`src/vfbm_pkg.sv`:
```
// ---------------------------------------------------------------------------
// vfbm_pkg
// Shared types and constants of the fractal value noise core.
// ---------------------------------------------------------------------------
`default_nettype none
package vfbm_pkg;

    localparam logic [63:0] MIX_MUL_A  = 64'hbf58476d1ce4e5b9;
    localparam logic [63:0] MIX_MUL_B  = 64'h94d049bb133111eb;
    localparam logic [63:0] SEED_STEP  = 64'd7919;
    localparam int          Q24_BITS   = 24;
    localparam logic [25:0] EASE_THREE = 26'd50331648;
    localparam int          IN_W       = 136;
    localparam int          OUT_W      = 24;

    typedef enum logic [3:0] {
        S_IDLE,
        S_EASE_A,
        S_EASE_AW,
        S_EASE_B,
        S_EASE_BW,
        S_HASH_A,
        S_HASH_AW,
        S_HASH_B,
        S_HASH_BW,
        S_LERP,
        S_LERP_W,
        S_ACCUM,
        S_DIV,
        S_DIV_W,
        S_PUSH
    } t_state;

endpackage
`default_nettype wire

```
`src/vfbm_mul64.sv`:
```
// ---------------------------------------------------------------------------
// vfbm_mul64
// Shared multiplier: low 64 bits of a 64x64 product from three 32x32 parts.
// ---------------------------------------------------------------------------
`default_nettype none
module vfbm_mul64 (
    input  wire logic        i_clk,
    input  wire logic        i_rst_n,
    input  wire logic        i_start,
    input  wire logic [63:0] i_a,
    input  wire logic [63:0] i_b,
    output logic             o_done,
    output logic [63:0]      o_p
);
    logic [63:0] r_a;
    logic [63:0] r_b;
    logic [2:0]  r_ph;
    logic [63:0] r_pp;
    logic [63:0] r_p;
    logic        r_done;
    logic [31:0] op_a;
    logic [31:0] op_b;

    assign op_a = (r_ph == 3'd3) ? r_a[63:32] : r_a[31:0];
    assign op_b = (r_ph == 3'd2) ? r_b[63:32] : r_b[31:0];

    always_ff @(posedge i_clk) begin
        if (!i_rst_n) begin
            r_ph   <= 3'd0;
            r_done <= 1'b0;
        end else begin
            r_done <= (r_ph == 3'd4);
            if (i_start) begin
                r_ph <= 3'd1;
            end else if (r_ph != 3'd0) begin
                r_ph <= (r_ph == 3'd4) ? 3'd0 : r_ph + 3'd1;
            end
        end
    end

    always_ff @(posedge i_clk) begin
        if (i_start) begin
            r_a <= i_a;
            r_b <= i_b;
        end
        r_pp <= 64'(op_a) * 64'(op_b);
        case (r_ph)
            3'd2:    r_p <= r_pp;
            3'd3:    r_p <= r_p + {r_pp[31:0], 32'd0};
            3'd4:    r_p <= r_p + {r_pp[31:0], 32'd0};
            default: r_p <= r_p;
        endcase
    end

    assign o_done = r_done;
    assign o_p    = r_p;
endmodule
`default_nettype wire

```
`src/vfbm_div.sv`:
```
// ---------------------------------------------------------------------------
// vfbm_div
// Restoring divider, one quotient bit per cycle.
// ---------------------------------------------------------------------------
`default_nettype none
module vfbm_div #(
    parameter int NUM_W = 32,
    parameter int DEN_W = 8,
    parameter int Q_W   = 24
) (
    input  wire logic             i_clk,
    input  wire logic             i_rst_n,
    input  wire logic             i_start,
    input  wire logic [NUM_W-1:0] i_num,
    input  wire logic [DEN_W-1:0] i_den,
    output logic                  o_done,
    output logic [Q_W-1:0]        o_quo
);
    localparam int CNT_W = $clog2(NUM_W + 1);

    logic [NUM_W-1:0] r_num;
    logic [DEN_W-1:0] r_den;
    logic [DEN_W-1:0] r_rem;
    logic [Q_W-1:0]   r_q;
    logic [CNT_W-1:0] r_cnt;
    logic             r_busy;
    logic             r_done;
    logic [DEN_W:0]   sh;
    logic [DEN_W:0]   diff;
    logic             take;

    assign sh   = {r_rem, r_num[NUM_W-1]};
    assign diff = sh - {1'b0, r_den};
    assign take = (sh >= {1'b0, r_den});

    always_ff @(posedge i_clk) begin
        if (!i_rst_n) begin
            r_busy <= 1'b0;
            r_done <= 1'b0;
        end else begin
            r_done <= r_busy && (r_cnt == CNT_W'(1));
            if (i_start) begin
                r_busy <= 1'b1;
            end else if (r_busy && (r_cnt == CNT_W'(1))) begin
                r_busy <= 1'b0;
            end
        end
    end

    always_ff @(posedge i_clk) begin
        if (i_start) begin
            r_num <= i_num;
            r_den <= i_den;
            r_rem <= '0;
            r_cnt <= CNT_W'(NUM_W);
        end else if (r_busy) begin
            r_num <= r_num << 1;
            r_rem <= take ? diff[DEN_W-1:0] : sh[DEN_W-1:0];
            r_q   <= {r_q[Q_W-2:0], take};
            r_cnt <= r_cnt - CNT_W'(1);
        end
    end

    assign o_done = r_done;
    assign o_quo  = r_q;
endmodule
`default_nettype wire

```
`src/value_noise_fbm_core.sv`:
```
// ---------------------------------------------------------------------------
// value_noise_fbm_core
// Fractal 2D value noise: splitmix64 lattice hashes, smoothstep blending.
// ---------------------------------------------------------------------------
// Input channel s: one request carries seed, point x/y (signed fixed point)
// and an octave count, clamped to 1..MAX_OCTAVES. Output channel m carries
// the Q0.24 noise value.
// Each octave runs 23 multiplies on the shared 64-bit multiplier (four for
// the smoothstep weights, sixteen for eight splitmix64 finalizers, three for
// the bilinear blend); a normalizing divide then turns the weighted octave
// sum into the result. Requests are handled one at a time.
// o_s_tready is high only between requests. A finished result sits in the
// output register; the next request is accepted while it waits, and the core
// holds its result before the output if the receiver still stalls.
// Reset clears the sequencer and the output valid.
// ---------------------------------------------------------------------------
`default_nettype none
module value_noise_fbm_core #(
    parameter int MAX_OCTAVES     = 8,
    parameter int COORD_FRAC_BITS = 16
) (
    input  wire logic                       i_clk,
    input  wire logic                       i_rst_n,
    input  wire logic                       i_s_tvalid,
    output logic                            o_s_tready,
    // noise_seed[63:0], point_x[95:64], point_y[127:96], octave_count[131:128]
    input  wire logic [vfbm_pkg::IN_W-1:0]  i_s_tdata,
    output logic                            o_m_tvalid,
    input  wire logic                       i_m_tready,
    // noise_value[23:0]
    output logic [vfbm_pkg::OUT_W-1:0]      o_m_tdata
);
    import vfbm_pkg::*;

    localparam int OCT_W = $clog2(MAX_OCTAVES + 1);
    localparam int ACC_W = Q24_BITS + MAX_OCTAVES;
    localparam int F     = COORD_FRAC_BITS;

    t_state r_state;
    t_state n_state;

    logic [63:0]      r_seed;
    logic [63:0]      r_px;
    logic [63:0]      r_py;
    logic [OCT_W-1:0] r_n;
    logic [OCT_W-1:0] r_oct;
    logic [ACC_W-1:0] r_acc;
    logic             r_axis;
    logic [23:0]      r_t2;
    logic [23:0]      r_sx;
    logic [23:0]      r_sy;
    logic [2:0]       r_hidx;
    logic [63:0]      r_hv;
    logic [63:0]      r_fx0;
    logic [63:0]      r_fx1;
    logic [63:0]      r_fy0;
    logic [63:0]      r_fy1;
    logic [23:0]      r_c00;
    logic [23:0]      r_c10;
    logic [23:0]      r_c01;
    logic [23:0]      r_c11;
    logic [1:0]       r_lidx;
    logic [23:0]      r_up;
    logic [23:0]      r_lo;
    logic [23:0]      r_val;
    logic [23:0]      r_q;
    logic             r_ovalid;
    logic [23:0]      r_odata;

    logic             mul_start;
    logic [63:0]      mul_a;
    logic [63:0]      mul_b;
    logic             mul_done;
    logic [63:0]      mul_p;
    logic             div_start;
    logic             div_done;
    logic [23:0]      div_quo;

    logic             s_acc;
    logic [3:0]       cnt_in;
    logic [OCT_W-1:0] n_clamp;
    logic [63:0]      cur_p;
    logic [23:0]      t_frac;
    logic [25:0]      ease_k;
    logic [63:0]      x0;
    logic [63:0]      y0;
    logic [63:0]      hin;
    logic [63:0]      hres;
    logic [23:0]      la;
    logic [23:0]      lb;
    logic [23:0]      ls;
    logic             lge;
    logic [23:0]      ldiff;
    logic [23:0]      lres;
    logic             last_oct;
    logic [OCT_W-1:0] wshift;
    logic [OCT_W-1:0] tshift;
    logic [MAX_OCTAVES:0] tot_full;

    assign s_acc  = i_s_tvalid && o_s_tready;
    assign cnt_in = i_s_tdata[131:128];

    always_comb begin
        if (cnt_in == 4'd0) begin
            n_clamp = OCT_W'(1);
        end else if (32'(cnt_in) > MAX_OCTAVES) begin
            n_clamp = OCT_W'(MAX_OCTAVES);
        end else begin
            n_clamp = OCT_W'(cnt_in);
        end
    end

    assign cur_p  = r_axis ? r_py : r_px;
    assign t_frac = 24'(cur_p[F-1:0]) << (Q24_BITS - F);
    assign ease_k = EASE_THREE - {1'b0, t_frac, 1'b0};
    assign x0     = 64'($signed(r_px) >>> F);
    assign y0     = 64'($signed(r_py) >>> F);
    assign hres   = mul_p ^ (mul_p >> 31);

    always_comb begin
        case (r_hidx)
            3'd0:    hin = x0;
            3'd1:    hin = x0 + 64'd1;
            3'd2:    hin = y0;
            3'd3:    hin = y0 + 64'd1;
            3'd4:    hin = r_seed ^ r_fx0 ^ (r_fy0 << 1);
            3'd5:    hin = r_seed ^ r_fx1 ^ (r_fy0 << 1);
            3'd6:    hin = r_seed ^ r_fx0 ^ (r_fy1 << 1);
            default: hin = r_seed ^ r_fx1 ^ (r_fy1 << 1);
        endcase
    end

    always_comb begin
        case (r_lidx)
            2'd0: begin
                la = r_c00;
                lb = r_c10;
                ls = r_sx;
            end
            2'd1: begin
                la = r_c01;
                lb = r_c11;
                ls = r_sx;
            end
            default: begin
                la = r_up;
                lb = r_lo;
                ls = r_sy;
            end
        endcase
    end

    assign lge   = (lb >= la);
    assign ldiff = lge ? (lb - la) : (la - lb);
    assign lres  = lge ? (la + mul_p[47:24]) : (la - mul_p[47:24]);

    assign last_oct = (OCT_W'(r_oct + OCT_W'(1)) == r_n);
    assign wshift   = OCT_W'(MAX_OCTAVES - 1) - r_oct;
    assign tshift   = OCT_W'(MAX_OCTAVES) - r_n;
    assign tot_full = ((MAX_OCTAVES+1)'(1) << MAX_OCTAVES)
                    - ((MAX_OCTAVES+1)'(1) << tshift);

    always_comb begin
        n_state = r_state;
        case (r_state)
            S_IDLE:    if (i_s_tvalid) n_state = S_EASE_A;
            S_EASE_A:  n_state = S_EASE_AW;
            S_EASE_AW: if (mul_done) n_state = S_EASE_B;
            S_EASE_B:  n_state = S_EASE_BW;
            S_EASE_BW: if (mul_done) n_state = r_axis ? S_HASH_A : S_EASE_A;
            S_HASH_A:  n_state = S_HASH_AW;
            S_HASH_AW: if (mul_done) n_state = S_HASH_B;
            S_HASH_B:  n_state = S_HASH_BW;
            S_HASH_BW: if (mul_done) n_state = (r_hidx == 3'd7) ? S_LERP : S_HASH_A;
            S_LERP:    n_state = S_LERP_W;
            S_LERP_W:  if (mul_done) n_state = (r_lidx == 2'd2) ? S_ACCUM : S_LERP;
            S_ACCUM:   n_state = last_oct ? S_DIV : S_EASE_A;
            S_DIV:     n_state = S_DIV_W;
            S_DIV_W:   if (div_done) n_state = S_PUSH;
            S_PUSH:    if (!r_ovalid || i_m_tready) n_state = S_IDLE;
            default:   n_state = S_IDLE;
        endcase
    end

    always_comb begin
        mul_start = 1'b0;
        mul_a     = '0;
        mul_b     = '0;
        div_start = 1'b0;
        case (r_state)
            S_EASE_A: begin
                mul_start = 1'b1;
                mul_a     = 64'(t_frac);
                mul_b     = 64'(t_frac);
            end
            S_EASE_B: begin
                mul_start = 1'b1;
                mul_a     = 64'(r_t2);
                mul_b     = 64'(ease_k);
            end
            S_HASH_A: begin
                mul_start = 1'b1;
                mul_a     = hin ^ (hin >> 30);
                mul_b     = MIX_MUL_A;
            end
            S_HASH_B: begin
                mul_start = 1'b1;
                mul_a     = r_hv;
                mul_b     = MIX_MUL_B;
            end
            S_LERP: begin
                mul_start = 1'b1;
                mul_a     = 64'(ldiff);
                mul_b     = 64'(ls);
            end
            S_DIV: begin
                div_start = 1'b1;
            end
            default: begin
                mul_start = 1'b0;
            end
        endcase
    end

    always_ff @(posedge i_clk) begin
        if (!i_rst_n) begin
            r_state  <= S_IDLE;
            r_ovalid <= 1'b0;
        end else begin
            r_state <= n_state;
            if (r_state == S_PUSH && (!r_ovalid || i_m_tready)) begin
                r_ovalid <= 1'b1;
            end else if (i_m_tready) begin
                r_ovalid <= 1'b0;
            end
        end
    end

    always_ff @(posedge i_clk) begin
        case (r_state)
            S_IDLE: begin
                if (s_acc) begin
                    r_seed <= i_s_tdata[63:0];
                    r_px   <= {{32{i_s_tdata[95]}}, i_s_tdata[95:64]};
                    r_py   <= {{32{i_s_tdata[127]}}, i_s_tdata[127:96]};
                    r_n    <= n_clamp;
                    r_oct  <= '0;
                    r_acc  <= '0;
                    r_axis <= 1'b0;
                end
            end
            S_EASE_AW: begin
                if (mul_done) r_t2 <= mul_p[47:24];
            end
            S_EASE_BW: begin
                if (mul_done) begin
                    if (r_axis) r_sy <= mul_p[47:24];
                    else        r_sx <= mul_p[47:24];
                    r_axis <= ~r_axis;
                    r_hidx <= 3'd0;
                end
            end
            S_HASH_AW: begin
                if (mul_done) r_hv <= mul_p ^ (mul_p >> 27);
            end
            S_HASH_BW: begin
                if (mul_done) begin
                    case (r_hidx)
                        3'd0:    r_fx0 <= hres;
                        3'd1:    r_fx1 <= hres;
                        3'd2:    r_fy0 <= hres;
                        3'd3:    r_fy1 <= hres;
                        3'd4:    r_c00 <= hres[63:40];
                        3'd5:    r_c10 <= hres[63:40];
                        3'd6:    r_c01 <= hres[63:40];
                        default: r_c11 <= hres[63:40];
                    endcase
                    r_hidx <= r_hidx + 3'd1;
                    r_lidx <= 2'd0;
                end
            end
            S_LERP_W: begin
                if (mul_done) begin
                    case (r_lidx)
                        2'd0:    r_up  <= lres;
                        2'd1:    r_lo  <= lres;
                        default: r_val <= lres;
                    endcase
                    r_lidx <= r_lidx + 2'd1;
                end
            end
            S_ACCUM: begin
                r_acc  <= r_acc + (ACC_W'(r_val) << wshift);
                r_oct  <= OCT_W'(r_oct + OCT_W'(1));
                r_px   <= r_px << 1;
                r_py   <= r_py << 1;
                r_seed <= r_seed + SEED_STEP;
                r_axis <= 1'b0;
            end
            S_DIV_W: begin
                if (div_done) r_q <= div_quo;
            end
            default: begin
                r_q <= r_q;
            end
        endcase
        if (r_state == S_PUSH && (!r_ovalid || i_m_tready)) begin
            r_odata <= r_q;
        end
    end

    vfbm_mul64 u_mul (
        .i_clk   (i_clk),
        .i_rst_n (i_rst_n),
        .i_start (mul_start),
        .i_a     (mul_a),
        .i_b     (mul_b),
        .o_done  (mul_done),
        .o_p     (mul_p)
    );

    vfbm_div #(
        .NUM_W (ACC_W),
        .DEN_W (MAX_OCTAVES),
        .Q_W   (OUT_W)
    ) u_div (
        .i_clk   (i_clk),
        .i_rst_n (i_rst_n),
        .i_start (div_start),
        .i_num   (r_acc),
        .i_den   (tot_full[MAX_OCTAVES-1:0]),
        .o_done  (div_done),
        .o_quo   (div_quo)
    );

    assign o_s_tready = (r_state == S_IDLE);
    assign o_m_tvalid = r_ovalid;
    assign o_m_tdata  = r_odata;
endmodule
`default_nettype wire

```
`config.mk`:
```
export PLATFORM = sky130hd
export DESIGN_NAME = value_noise_fbm_core
export DESIGN_NICKNAME = d
export VERILOG_FILES = /design/src/vfbm_pkg.sv /design/src/vfbm_mul64.sv /design/src/vfbm_div.sv /design/src/value_noise_fbm_core.sv
export SDC_FILE = /design/constraint.sdc
export NUM_CORES = 2
export LEC_CHECK = 0
export BUFFER_PORTS_ARGS = -buffer_cell sky130_fd_sc_hd__buf_2
export CORE_MARGIN = 2
export CORE_UTILIZATION = 50
export DETAILED_ROUTE_END_ITERATION = 8
export PLACE_DENSITY = 0.68
export SLEW_MARGIN = 20
export SYNTH_ARGS = -nofsm -noshare
export SYNTH_HDL_FRONTEND = slang
export SYNTH_SLANG_ARGS = --single-unit
```
`constraint.sdc`:
```
create_clock -name i_clk -period 9.2 [get_ports i_clk]
set_clock_uncertainty 0.1 [all_clocks]
set_input_delay 1.84 -clock i_clk [delete_from_list [all_inputs] [get_ports i_clk]]
set_output_delay 1.84 -clock i_clk [all_outputs]
set_load 0.1 [all_outputs]
```
==> flow_metrics.tcl <==
set metrics [dict create \
    status "complete, no violations" \
    final_antenna_net_count 0 \
    startpoint "u_mul.r_ph[0]$_SDFFE_PN0P_" \
    finalHoldViolCount 0 \
    clkSinkCount 1154 \
    tightestPinTransition_ps 1160 \
    nNetsFinal 10514 \
    synthDistinctLibCells 81 \
    crit_slowest_cell "fa_2" \
    fmax_mhz 110.5 \
    synth_edf_count 1065 \
    setup_viol 0 \
    yosysTopAreaCell "edfxtp_1" \
    die-area_mm2 0.1849 \
    maxSlewViolCount 0 \
    rows 156 \
    cp_num_buf_inv 7 \
    ys_warn_count 0 \
    first_iter_violations 7161 \
    num_io_pins 166 \
    dpl.hpwl_mm 225.0 \
    critPathLaunchType "flip-flop" \
    synth.top_cell.area_share_pct 35.25 \
    worst-path-max-fanout 14 \
    grt_pass1_wl_mm 431.0 \
    max_stage_delay_ps 580 \
    clock_path_buffers 3 \
    cts_root_buf "clkbuf_16" \
    vias_per_cell 5.847 \
    syn_area_mm2 0.09071 \
    drc_errors 0 \
    cts_tree "yes" \
    grtUsageTotal_pct 31.41 \
    synth.avg_cell_area_um2 10.36 \
    antenna_found_initial 11 \
    htreeDepth 4 \
    gr-total-overflow 0 \
    ys_top_cells_by_count "nand2_1, edfxtp_1, inv_1" \
    period_share_pct 98.32 \
    timing.slew.headroom_pct 20.45 \
    setup_tns_ps 0 \
    syn_nets 10225 \
    hp-class "reg -> reg" \
    wl_mm 290.7 \
    fp.dieW_um 429.9 \
    cp_common_cell "fa_1" \
    drive_gt1_share_pct 10.58 \
    rrSetupSlack_ps 150 \
    synth_most_common_cell "nand2_1" \
    firstDrtPassIters 7 \
    yosys-top-cells-area "edfxtp_1, fa_1, ha_1, nand2_1, xnor2_1" \
    arrival_ps 9650 \
    clk_pin_slew_ps 60 \
    synth-seq-cells 1154 \
    maxCapViolCount 0 \
    period_needed_ps 9046 \
    core_mm2 0.1805 \
    vias 67396 \
    path_class "reg -> reg" \
    cp_top_family "adder cells" \
    area_growth_pct 11.74 \
    wl_per_cell_um 25.23 \
    synthArstFlopShare_pct 0 \
    placement.io_buffers 161 \
    yosysSeqAreaShare_pct 37.22 \
    synthFlopType "edfxtp_1" \
    syn_inst 8759 \
    fin_hold_ws_ps 317.0 \
    cp-end-kind "flip-flop" \
    start_util_pct 50.24 \
    grt_pass1_vias 67572 \
    hp-start "r_q[15]$_DFFE_PP_" \
    worstPathRequired_ps 9800 \
    cts_buffers 131 \
    grt_max_degree 97 \
    gp_congestion 1.033 \
    clk_latency_ps 790 \
    die_y_um 429.9 \
    r2r-start "u_mul.r_ph[0]$_SDFFE_PN0P_" \
]
==> cell usage in the layout, fill, tap and decap left out, types with 17 or more instances in the layout <==
| master | Yosys | final |
|---|---|---|
| o221ai_1 | 42 | 42 |
| fa_1 | 871 | 866 |
| clkinv_1 | 4 | 24 |
| nor2_1 | 757 | 745 |
| buf_4 | 3 | 385 |
| o21a_1 | 25 | 25 |
| nand4_1 | 44 | 44 |
| nand2b_1 | 37 | 37 |
| o211ai_1 | 17 | 17 |
| a221oi_1 | 59 | 58 |
| o21ai_0 | 283 | 279 |
| clkbuf_1 | 386 | 27 |
| dfxtp_1 | 89 | 88 |
| xor2_1 | 253 | 253 |
| and4_1 | 17 | 17 |
| buf_12 | 0 | 34 |
| ha_1 | 455 | 449 |
| mux2i_1 | 284 | 266 |
| clkinv_2 | 0 | 18 |
| a21o_1 | 148 | 148 |
| inv_1 | 1026 | 1025 |
| nand3_1 | 97 | 96 |
| edfxtp_1 | 1065 | 1065 |
| xnor2_1 | 457 | 456 |
| mux2_2 | 51 | 49 |
| nand2_1 | 1326 | 1316 |
| a21oi_1 | 287 | 272 |
| o21bai_1 | 21 | 21 |
| or3_1 | 17 | 17 |
| and3_1 | 63 | 63 |
| nor2b_1 | 66 | 62 |
| nor3_1 | 45 | 41 |
| clkbuf_16 | 0 | 135 |
| a31oi_1 | 26 | 22 |
| a22o_1 | 56 | 56 |
| buf_2 | 9 | 161 |
| a22oi_1 | 27 | 27 |
| and2_1 | 90 | 87 |
==> per-stage QoR <==
stage / util, % / setup slack, ps / instances / cell area, um^2
after CTS: 55.94 / -11.94 / 11513 / 101000
after global routing: 56.13 / -60.58 / 11522 / 101400
final: 56.14 / 154.1 / 11526 / 101400
after global placement: 53.52 / -273.0 / 11269 / 96630
after detailed placement: 53.52 / -303.0 / 11269 / 96630
after floorplan: - / 87.26 / 8759 / 90710
==> worst reg2reg max path: cells and delay by family, from the launching register on <==
family | cells | cell delay, ps
buffers and inverters | 7 | 840
DFF | 1 | 330
xor gates and xnor gates | 1 | 160
muxes | 1 | 430
and+or+nand+nor | 1 | 60
AOI/OAI and AO/OA | 11 | 2300
adders and majority gates | 11 | 4740
==> metal layers <==
metal | wire length, um | GRT usage (%) | vias to the layer above
li1 | - | - | 29593
met1 | 111900 | 41.07 | 33455
met2 | 129100 | 48.48 | 3599
met3 | 30100 | 7.058 | 747
met4 | 19650 | 17.58 | 2
met5 | 13 | 0 | -
==> area by class of cell <==
type	count	area [um^2]
Inverter	1031	3871
Clock inverter	69	695.7
Antenna cell	4	10.01
Fill cell	15247	79190
Sequential cell	1154	33770
Tap cell	2370	2965
Clock buffer	168	3545
Timing Repair Buffer	594	4564
Multi-Input combinational cell	6136	51940
==> cells by family after synthesis <==
| group | synth area share (%) |
|---|---|
| AO/OA/AOI/OAI | 8.267 |
| XOR/XNOR | 6.855 |
| adder cells (fa/ha/maj) | 25.50 |
| buffers and inverters | 6.105 |
| flip-flops | 37.22 |
| multiplexers | 3.816 |
| AND/OR/NAND/NOR | 12.24 |
==> sequential cells by signal (all words and copies together) (netlist names), 29 cells and up <==
name,count
r_fy0,63
r_seed,64
u_mul.r_b,29
r_py,64
u_mul.r_pp,64
r_fx0,64
u_mul.o_p,64
r_acc,32
u_mul.r_a,64
r_fx1,64
r_fy1,63
r_hv,64
r_px,64
u_div.r_num,32
==> final timing paths <==
| path | end | depth (start not counted) |
|---|---|---|
| max | u_mul.r_pp[60]$_DFF_P_ | 32 |
| min | o_m_tdata[15]$_DFFE_PP_ | 0 |
| max reg2reg | u_mul.r_pp[60]$_DFF_P_ | 32 |
| min reg2reg | o_m_tdata[15]$_DFFE_PP_ | 0 |
==> what timing repair did <==
item / in CTS / in global routing
endpoints found under the setup margin: 4 / 20
buffers inserted: 7 / 7
hold buffers: 0 / 0
endpoints found under the hold margin: 0 / 0
resized for setup: 18 / 59
pin swaps: 5 / 26
cloned: 0 / 1
Power is not shown: default switching activity piles up to over one toggle a cycle in this logic, so the estimate is an artifact.
